[src/rtl/core/ssr_pkg.sv]
// types and constants for the servo slew ramp
// no dependencies; imported by the top level, lane and merge modules
`default_nettype none

package ssr_pkg;

    localparam int AXES_MAX = 6;
    localparam int POS_W    = 8;
    localparam int TGT_W    = 9;
    localparam int TICKS_W  = 8;
    localparam int PER_W    = 5;
    localparam int IN_W     = 64;
    localparam int OUT_W    = 56;

    localparam logic [TICKS_W-1:0] PERIOD_MIN = 8'd10;
    localparam logic [TICKS_W-1:0] PERIOD_MAX = 8'd30;

    localparam logic [POS_W-1:0] LO_LIMIT [AXES_MAX] = '{8'd0, 8'd15, 8'd0, 8'd0, 8'd0, 8'd6};
    localparam logic [POS_W-1:0] HI_LIMIT [AXES_MAX] =
        '{8'd180, 8'd165, 8'd180, 8'd180, 8'd180, 8'd73};
    localparam logic [POS_W-1:0] HOME_POS [AXES_MAX] =
        '{8'd0, 8'd45, 8'd180, 8'd180, 8'd90, 8'd10};

    typedef enum logic {
        OP_MOVE = 1'b0,
        OP_TICK = 1'b1
    } op_t;

    typedef struct packed {
        logic load;
        logic step;
    } lane_ctl_t;

    typedef struct packed {
        logic             stepped;
        logic             off_after;
        logic [POS_W-1:0] pos;
    } lane_res_t;

    typedef struct packed {
        logic [AXES_MAX*POS_W-1:0] pos;
        logic [AXES_MAX-1:0]       mask;
        logic                      any_off;
    } merge_t;

endpackage

`default_nettype wire

[src/rtl/core/six_axis_servo_slew_ramp_top.sv]
// servo slew ramp top level: command decode, tick countdown, lanes, output register
// depends on ssr_pkg, ssr_lane and ssr_merge
//
// usage
//   input stream: each beat is a move command (tuser = 0) carrying six joint
//   targets and a step period, or a one-millisecond tick (tuser = 1).
//   a move while idle clamps targets and period and steps every off-target
//   joint by one degree at once; later steps come every period ticks.
//   a move while busy is rejected and changes nothing.
//   output stream: exactly one beat per input beat, carrying the position
//   before the step of every stepped joint, the write mask, busy and rejected.
//   output register: a beat is valid in the cycle after its input is accepted.
//   throughput: one beat per cycle while the output is not stalled; all six lanes
//   compare and step in parallel in the same cycle.
//   reset: joints go to their home positions, not busy, period of ten ticks.
//   stall: the output register holds its beat while m_axis_tready is low;
//   s_axis_tready is high whenever that register is empty or being drained.
`default_nettype none

module six_axis_servo_slew_ramp_top import ssr_pkg::*; #(
    parameter int NUM_JOINTS = 6
) (
    input  wire logic             aclk,
    input  wire logic             aresetn,
    input  wire logic             s_axis_tvalid,
    output logic                  s_axis_tready,
    // base_goal, shoulder_goal, elbow_goal, wrist_rot_goal,
    // wrist_ver_goal, grip_goal, step_ticks, zero pad
    input  wire logic [IN_W-1:0]  s_axis_tdata,
    // opcode
    input  wire logic             s_axis_tuser,
    output logic                  m_axis_tvalid,
    input  wire logic             m_axis_tready,
    // pos_base, pos_shoulder, pos_elbow, pos_wrist_rot, pos_wrist_ver,
    // pos_grip, write_mask, busy_res, rejected
    output logic [OUT_W-1:0]      m_axis_tdata
);

    localparam int NL = (NUM_JOINTS > AXES_MAX) ? AXES_MAX : NUM_JOINTS;

    logic                 moving_reg, moving_next;
    logic [PER_W-1:0]     countdown_reg, countdown_next;
    logic [PER_W-1:0]     period_reg, period_next;
    logic [PER_W-1:0]     period_in;
    logic                 m_valid_reg, m_valid_next;
    logic [OUT_W-1:0]     m_data_reg, m_data_next;
    logic                 accept, is_move, rejected;
    logic [TICKS_W-1:0]   ticks_in;
    lane_ctl_t            ctl;
    lane_res_t            res [NL];
    merge_t               mg;

    assign s_axis_tready = !m_valid_reg || m_axis_tready;
    assign accept        = s_axis_tvalid && s_axis_tready;
    assign is_move       = (op_t'(s_axis_tuser) == OP_MOVE);
    assign ticks_in      = s_axis_tdata[AXES_MAX*TGT_W +: TICKS_W];

    always_comb begin
        if (ticks_in < PERIOD_MIN) begin
            period_in = PER_W'(PERIOD_MIN);
        end else if (ticks_in > PERIOD_MAX) begin
            period_in = PER_W'(PERIOD_MAX);
        end else begin
            period_in = ticks_in[PER_W-1:0];
        end
    end

    assign ctl.load = accept && is_move && !moving_reg;
    assign ctl.step = ctl.load
                   || (accept && !is_move && moving_reg && (countdown_reg <= 5'd1));
    assign rejected = accept && is_move && moving_reg;

    generate
        for (genvar g = 0; g < NL; g++) begin : g_lane
            ssr_lane #(
                .LO   (LO_LIMIT[g]),
                .HI   (HI_LIMIT[g]),
                .HOME (HOME_POS[g])
            ) u_lane (
                .aclk      (aclk),
                .aresetn   (aresetn),
                .ctl       (ctl),
                .target_in (s_axis_tdata[g*TGT_W +: TGT_W]),
                .res       (res[g])
            );
        end
    endgenerate

    ssr_merge #(
        .NL (NL)
    ) u_merge (
        .res (res),
        .mg  (mg)
    );

    always_comb begin
        period_next    = ctl.load ? period_in : period_reg;
        moving_next    = ctl.step ? mg.any_off : moving_reg;
        countdown_next = countdown_reg;
        if (ctl.step) begin
            countdown_next = mg.any_off ? period_next : '0;
        end else if (accept && !is_move && moving_reg) begin
            countdown_next = countdown_reg - 5'd1;
        end
        m_valid_next = accept ? 1'b1 : (m_axis_tready ? 1'b0 : m_valid_reg);
        m_data_next  = accept ? {rejected, moving_next, mg.mask, mg.pos} : m_data_reg;
    end

    always_ff @(posedge aclk) begin
        if (!aresetn) begin
            moving_reg    <= 1'b0;
            countdown_reg <= '0;
            period_reg    <= PER_W'(PERIOD_MIN);
            m_valid_reg   <= 1'b0;
        end else begin
            moving_reg    <= moving_next;
            countdown_reg <= countdown_next;
            period_reg    <= period_next;
            m_valid_reg   <= m_valid_next;
        end
    end

    always_ff @(posedge aclk) begin
        m_data_reg <= m_data_next;
    end

    assign m_axis_tvalid = m_valid_reg;
    assign m_axis_tdata  = m_data_reg;

endmodule

`default_nettype wire

[src/rtl/core/ssr_lane.sv]
// one joint lane: target clamp, position register and one-degree step
// depends on ssr_pkg
`default_nettype none

module ssr_lane import ssr_pkg::*; #(
    parameter logic [POS_W-1:0] LO   = 8'd0,
    parameter logic [POS_W-1:0] HI   = 8'd180,
    parameter logic [POS_W-1:0] HOME = 8'd0
) (
    input  wire logic                    aclk,
    input  wire logic                    aresetn,
    input  wire lane_ctl_t               ctl,
    input  wire logic signed [TGT_W-1:0] target_in,
    output lane_res_t                    res
);

    logic [POS_W-1:0]        pos_reg, pos_next;
    logic [POS_W-1:0]        tgt_reg, tgt_next;
    logic [POS_W-1:0]        tgt_clamp, tgt_use;
    logic signed [TGT_W:0]   t_ext, lo_s, hi_s;
    logic                    stepped;

    assign t_ext = {target_in[TGT_W-1], target_in};
    assign lo_s  = signed'({2'b00, LO});
    assign hi_s  = signed'({2'b00, HI});

    always_comb begin
        if (t_ext < lo_s) begin
            tgt_clamp = LO;
        end else if (t_ext > hi_s) begin
            tgt_clamp = HI;
        end else begin
            tgt_clamp = t_ext[POS_W-1:0];
        end
    end

    assign tgt_use = ctl.load ? tgt_clamp : tgt_reg;
    assign stepped = ctl.step && (pos_reg != tgt_use);

    always_comb begin
        pos_next = pos_reg;
        if (stepped) begin
            pos_next = (tgt_use > pos_reg) ? pos_reg + 8'd1 : pos_reg - 8'd1;
        end
        tgt_next = tgt_use;
    end

    assign res.stepped   = stepped;
    assign res.off_after = (pos_next != tgt_use);
    assign res.pos       = stepped ? pos_reg : '0;

    always_ff @(posedge aclk) begin
        if (!aresetn) begin
            pos_reg <= HOME;
            tgt_reg <= HOME;
        end else begin
            pos_reg <= pos_next;
            tgt_reg <= tgt_next;
        end
    end

endmodule

`default_nettype wire

[src/rtl/core/ssr_merge.sv]
// merges lane results into the reported positions, write mask and busy flag
// depends on ssr_pkg
`default_nettype none

module ssr_merge import ssr_pkg::*; #(
    parameter int NL = 6
) (
    input  wire lane_res_t res [NL],
    output merge_t         mg
);

    always_comb begin
        mg = '0;
        for (int j = 0; j < NL; j++) begin
            mg.pos[j*POS_W +: POS_W] = res[j].pos;
            mg.mask[j]               = res[j].stepped;
            mg.any_off               = mg.any_off | res[j].off_after;
        end
    end

endmodule

`default_nettype wire

[config.mk]
export PLATFORM = sky130hd
export DESIGN_NAME = six_axis_servo_slew_ramp_top
export DESIGN_NICKNAME = d
export VERILOG_FILES = /design/src/rtl/core/ssr_pkg.sv /design/src/rtl/core/six_axis_servo_slew_ramp_top.sv /design/src/rtl/core/ssr_lane.sv /design/src/rtl/core/ssr_merge.sv
export SDC_FILE = /design/constraint.sdc
export NUM_CORES = 1
export LEC_CHECK = 0
export BUFFER_PORTS_ARGS = -buffer_cell sky130_fd_sc_hd__buf_2
export CAP_MARGIN = 25
export CORE_MARGIN = 10
export CORE_UTILIZATION = 55
export DETAILED_ROUTE_END_ITERATION = 10
export PLACE_DENSITY = 0.8
export SLEW_MARGIN = 0
export SYNTH_ARGS = -nofsm -noshare
export SYNTH_HDL_FRONTEND = slang
export SYNTH_SLANG_ARGS = --single-unit
[constraint.sdc]
create_clock -name aclk -period 15.5 [get_ports aclk]
set_input_delay 2.325 -clock aclk [delete_from_list [all_inputs] [get_ports aclk]]
set_output_delay 2.325 -clock aclk [all_outputs]
set_load 0.05 [all_outputs]
### Word level (Yosys, flattened, before mapping)

Index checks and enable logic that the tools add are counted.

* bits in writable memories: 0
* memories: 0
* output and inout bits: 58
* bits in latches: 0
* input bits: 69
* register bits: 164
* bits in read-only memories: 0

* $lt $le $gt $ge: 21
* equal/unequal tests: 12
* mux-type cells: 39
* shift operators: 0
* bitwise logic cells: 6
* div/mod/pow operators: 0
* reduce and logical (&&, ||, !) cells: 19
* add/subtract/negate cells: 13
* $mul: 0

Operator list (count)
* $mux W8: 30
* $ne A8 B8 Y1: 12
* $add A8 B1 Y8 const B: 6
* $gt A8 B8 Y1: 6
* $sub A8 B1 Y8 const B: 6
* $gt A9 B9 Y1 const B: 5
* $lt A9 B1 Y1 const B: 4
* $mux W5: 6
* $logic_and A1 B1 Y1: 13
* $gt A9 B8 Y1 const B: 1
* $lt A9 B4 Y1 const B: 1
* $lt A9 B5 Y1 const B: 1
* $gt A8 B5 Y1 const B: 1
* $lt A8 B4 Y1 const B: 1
* $le A5 B1 Y1 const B: 1
* $or A1 B1 Y1: 5
* $sub A5 B1 Y5 const B: 1
* $reduce_bool A2 Y1: 2
* $mux W1: 3
* $logic_not A1 Y1: 2
* $logic_or A1 B1 Y1: 2
* $not A1 Y1: 1

### Logic depth before layout (Yosys ltp)

* depth after elaboration: 17
* depth in mapped cells: 29
* depth with buffers taken out: 25

### Modules after synthesis

From an unflattened synthesis, not the netlist that was laid out.

* cells, all modules: 1263
* area total of the unflattened synthesis: 11377.2 µm²

By module, submodules not included
* six_axis_servo_slew_ramp_top: sequential area each 1921.8 µm², times used 1, cells an instance 151, area each 2451.1 µm²
* ssr_lane at g_lane[1].u_lane: sequential area each 320.3 µm², times used 1, cells an instance 186, area each 1551.5 µm²
* ssr_lane at g_lane[3].u_lane: sequential area each 320.3 µm², times used 1, cells an instance 188, area each 1472.7 µm²
* ssr_lane at g_lane[2].u_lane: sequential area each 320.3 µm², times used 1, cells an instance 176, area each 1403.8 µm²
* ssr_lane at g_lane[4].u_lane: sequential area each 320.3 µm², times used 1, cells an instance 172, area each 1393.8 µm²
* ssr_lane at g_lane[0].u_lane: sequential area each 320.3 µm², times used 1, cells an instance 166, area each 1361.3 µm²
* ssr_lane at g_lane[5].u_lane: sequential area each 320.3 µm², times used 1, cells an instance 167, area each 1323.8 µm²
* ssr_merge: sequential area each 0.0 µm², times used 1, cells an instance 57, area each 419.2 µm²

### Least setup slack after synthesis

OpenSTA, ideal clock, no wires.

* path type: input port to flip-flop
* from: in s_axis_tuser
* to: reg countdown_reg[3]
* setup slack: 7856 ps
* arrival time: 7515 ps
* cell stages on the path: 25
* data required time: 15372 ps
* cell sequence: nand2b_1 -> or3_1 -> buf_6 -> buf_2 -> clkbuf_1 -> a22o_1 -> ha_1 -> nor2b_1 -> o211ai_1 -> a21oi_1 -> o21ai_0 -> inv_1 -> fa_1 -> nor2b_1 -> o21a_1 -> nor3_1 -> or4_1 -> and3_1 -> nor4_1 -> nand4_1 -> nor4_1 -> nand4_1 -> o21ai_2 -> a2bb2oi_1 -> a21oi_1

* elaborated cells between the ends (all ways): 58

RTL lines
* start: declaration: RTL line six_axis_servo_slew_ramp_top.sv:31 `input wire logic s_axis_tuser,`
* $not A1 Y1 (*): RTL line six_axis_servo_slew_ramp_top.sv:55 `assign is_move = (op_t'(s_axis_tuser) == OP_MOVE);`
* $logic_and A1 B1 Y1 (*) (2 in series): RTL line six_axis_servo_slew_ramp_top.sv:68 `assign ctl.load = accept && is_move && !moving_reg;`
* $mux W8 (*): RTL line ssr_lane.sv:37 `assign tgt_use = ctl.load ? tgt_clamp : tgt_reg;`
* via g_lane[2].u_lane.tgt_next[1]: RTL line ssr_lane.sv:18 `logic [POS_W-1:0] tgt_reg, tgt_next;`
* $gt A8 B8 Y1 or $ne A8 B8 Y1 (tied branches): RTL line ssr_lane.sv:43, ssr_lane.sv:38
* $mux W8 or $logic_and A1 B1 Y1 (tied branches): RTL line ssr_lane.sv:43, ssr_lane.sv:38
* $mux W8: RTL line ssr_lane.sv:42 `if (stepped) begin`
* $ne A8 B8 Y1 (*): RTL line ssr_lane.sv:49 `assign res.off_after = (pos_next != tgt_use);`
* $or A1 B1 Y1 (*) (4 in series): RTL line ssr_merge.sv:17 `mg.any_off = mg.any_off | res[j].off_after;`
* $mux W5 (*): RTL line six_axis_servo_slew_ramp_top.sv:101 `countdown_next = mg.any_off ? period_next : '0;`
* $mux W5 (*): RTL line six_axis_servo_slew_ramp_top.sv:100 `if (ctl.step) begin`
* end signal: assignment: RTL line six_axis_servo_slew_ramp_top.sv:117 `countdown_reg <= countdown_next;`
* end: declaration: RTL line six_axis_servo_slew_ramp_top.sv:42 `logic [PER_W-1:0] countdown_reg, countdown_next;`

The timed path passes the listed nets; every way through them passes the cells marked *.
A chain may end at the register's enable or synchronous reset.

### Final worst setup path

* from: in s_axis_tuser
* to: reg countdown_reg[4]

The elaborated chain is that of the path after synthesis.

==> flow_results.org <==
** Clock tree
- The H-tree generated during clock tree synthesis spans 4 levels.
- For this design, the CTS-stage hold fixing added 0 buffers.
- Inserted Clock Buffers :: 17
- Register clock-pin slew on the reported worst setup and hold paths :: 60 ps
- TritonCTS Sinks :: 164
- Once the clock tree was built, the resizer swapped 0 gates to a different size.
- Worst-skew pair later-pin latency :: 440 ps
- Post CTS Setup Buffer Count :: 0
- Bufs on Longest Clock Path :: 2
- CTS root buf :: clkbuf_16
- TritonCTS built the clock tree.

** Cells and area
- Most frequent standard cell in the layout excluding fill and tap cells :: nor2_1
- Share of final-layout standard cells stronger than drive strength 1 :: 15.09%
- Once layout is done, the placed cells without fillers occupy 11670 um2.
- Commonest cells after routing, fill and taps aside :: 131 x nor2_1, 124 x buf_2, 116 x a21oi_1
- In the final design database the tool counted 1460 nets.
- The register with the most flip-flops in the layout has 56 of them.
- Fraction of the core area covered by cells at the end of the flow :: 64.33%
- Area added between synthesis and finish :: 14.15%

** Placed design
- Sum of net half-perimeters after detailed placement :: 20500 um
- The count of buffers added on input and output ports is 124.
- Placed instance area :: 11030 um2
- Routability-driven placement congestion ratio :: 0.9310

** Run
- Max-cap violations in this run came to 0.

** Drt
- Routed wire length per instance :: 17.86 um
- For this run, design rule violations remaining after detail routing come to 0.
- Summed over all layers, the routed wires come to 27560 um.
- Vias/cell :: 5.918
- Once detail routing completed, the nets flagged for antenna violations numbered 0.
- First-pass detailed-route iteration total :: 6
- Iter 0 DRT Violations :: 683
- Total number of vias :: 9132

** Critical path
- STA classifies the critical path startpoint as an input port.
- On the critical path, the stage with the largest delay is an instance of a2111oi_0.
- For the worst setup path, the data arrival time is 10070 ps.
- The setup path with the least slack is of type in -> reg.
- Maximum single-stage delay on the critical path :: 930 ps
- Crit path max-delay family :: compound AO/OA/AOI/OAI gates
- Critical path data required time :: 15810 ps
- Crit path buf inv count :: 4
- CP max FO :: 43
- The worst setup path is captured at a flip-flop.

** STA
- Final total negative setup slack :: 0 ps
- For this run, the top clock speed supported by timing is 0.1025 GHz.
- For the pin with the worst max-slew slack, the measured transition is 1085 ps.
- Setup repair after global routing left no endpoint under its margin.
- The final-report max-slew violation count came to 0.
- The final number of hold-violating endpoints was 0.
- Across the routed clock network, the largest skew measured is 7.365 ps.
- Final period demand of the worst path :: 9754 ps
- Worst-case headroom to the max-slew limit :: 25.80%
- Setup-violating endpoint count in the final report :: 0
- Part of the cycle the worst path needs :: 62.93%

** Power
- For this design the ratio of total power to cell area is 211.8 nW/um2.
- VDD sags by at most 0.0001278 V.
- Leak Pwr :: 5.128 nW

** Yosys
- Number of enable-type register cells in the synthesized netlist :: 56
- The synthesized design contains 164 register bits.
- Number of distinct library cells after synthesis :: 71
- Sequential cells were found to cover 37.58% of the synthesized design area.
- Synth warn :: 0
- Main flop type after synthesis :: dfxtp_1
- The cell count after synthesis came out at 1186.
- Post-Synthesis Mean Instance Area :: 8.623 um2
- Post-Synthesis Cell Area :: 10230 um2
- When the netlist entered floorplanning its net count stood at 1347.
- Share of async-settable or async-resettable flops after synthesis :: 0%

** Floorplanning
- Measured along the y axis, the die boundary spans 156.4 um.
- Area of the core :: 18150 um2
- 127 I/O pins were placed.
- For this configuration, the core starts out at a cell density of 56.36%.
- Area of the die :: 24450 um2
- In this run the horizontal extent of the chip is 156.4 um.
- Core Rows :: 49

** Global routing
- Via count of the first global-routing pass :: 9062
- Pin count of the biggest net entering global routing :: 60
- Overall routing resource usage :: 22.49%
- Global-route wire length before repair :: 44580 um
- Antenna violations before repair :: 2
- The total overflow left after global routing is 0.

** Run status
- The run finished with clean final reports.

** Worst hold path
- Worst hold path class :: reg -> reg
## through the flow
step                      cells  worst slack, ps  hold WS (ps)  total power [mW]
after global placement     1509             5692         457.6             1.914
after detailed placement   1509             5623         463.0             1.967
after CTS                  1541             6022         482.2             2.450
final                      1543             5746         481.5             2.472
after global routing       1543             5396         514.6             2.670
after floorplan            1186             7856         443.8             1.671
## final cells by class
| cell class | instances | area, um2 |
|---|---|---|
| clock inverters | 14 | 209.0 |
| fillers | 1502 | 6472 |
| flip-flops and latches | 164 | 3844 |
| inverters | 109 | 409.1 |
| multi-input cells | 874 | 5804 |
| well taps | 229 | 286.5 |
| diodes | 2 | 5.005 |
| clock buffers | 18 | 429.2 |
| repair buffers | 133 | 688.2 |
## Yosys cell counts, types with 15 or more instances
cell	n	area share, %
ha_1	86	11
nor2_1	131	4.8
nor3_1	22	1.1
nand3_1	23	1.1
nand2_1	76	2.8
clkbuf_1	28	1.0
nand4_1	23	1.4
dfxtp_1	108	21
nor2b_1	16	0.98
and3_1	22	1.3
a21oi_1	117	5.7
inv_1	107	3.9
o21ai_0	72	3.5
and2_1	25	1.5
o31ai_1	15	1.1
xnor2_1	47	4.0
edfxtp_1	56	16
## power by group
group	switching, mW	total (mW)	internal, mW
logic	0.869	1.45	0.586
registers	0.0432	0.555	0.512
clock network	0.178	0.463	0.285
total	1.09	2.47	1.38
## per-layer routing
metal  wire length [um]  global-route usage [%]  vias up
met5                  0                       0        -
met4                943                   10.43        0
met3               1807                   3.920       79
met2              13120                   37.48      351
met1              11690                   27.82     4253
li1                   -                       -     4449
## final timing paths
kind                               startpoint                          end  slack [ps]  cells past startpoint
hold reg to reg   g_lane[5].u_lane.tgt_reg[7]  g_lane[5].u_lane.tgt_reg[7]         480                      1
setup reg to reg                m_axis_tvalid             countdown_reg[4]        7460                     24
setup / recovery                 s_axis_tuser             countdown_reg[4]        5750                     25
hold / removal    g_lane[5].u_lane.tgt_reg[7]  g_lane[5].u_lane.tgt_reg[7]         480                      1
## cell families (layout without fill, tap and decap cells)
| logic type | count (synthesis) | after routing | synth area share (%) |
|---|---|---|---|
| compound gates | 309 | 309 | 19.09 |
| xor+xnor | 62 | 62 | 5.579 |
| fa+ha+maj | 92 | 92 | 11.70 |
| buf+inv | 148 | 274 | 5.725 |
| flops | 164 | 164 | 37.58 |
| mux | 9 | 9 | 0.9053 |
| other cells | 0 | 2 | 0 |
| simple gates | 402 | 402 | 19.43 |
Note: power is estimated with default switching activity, not from simulation.
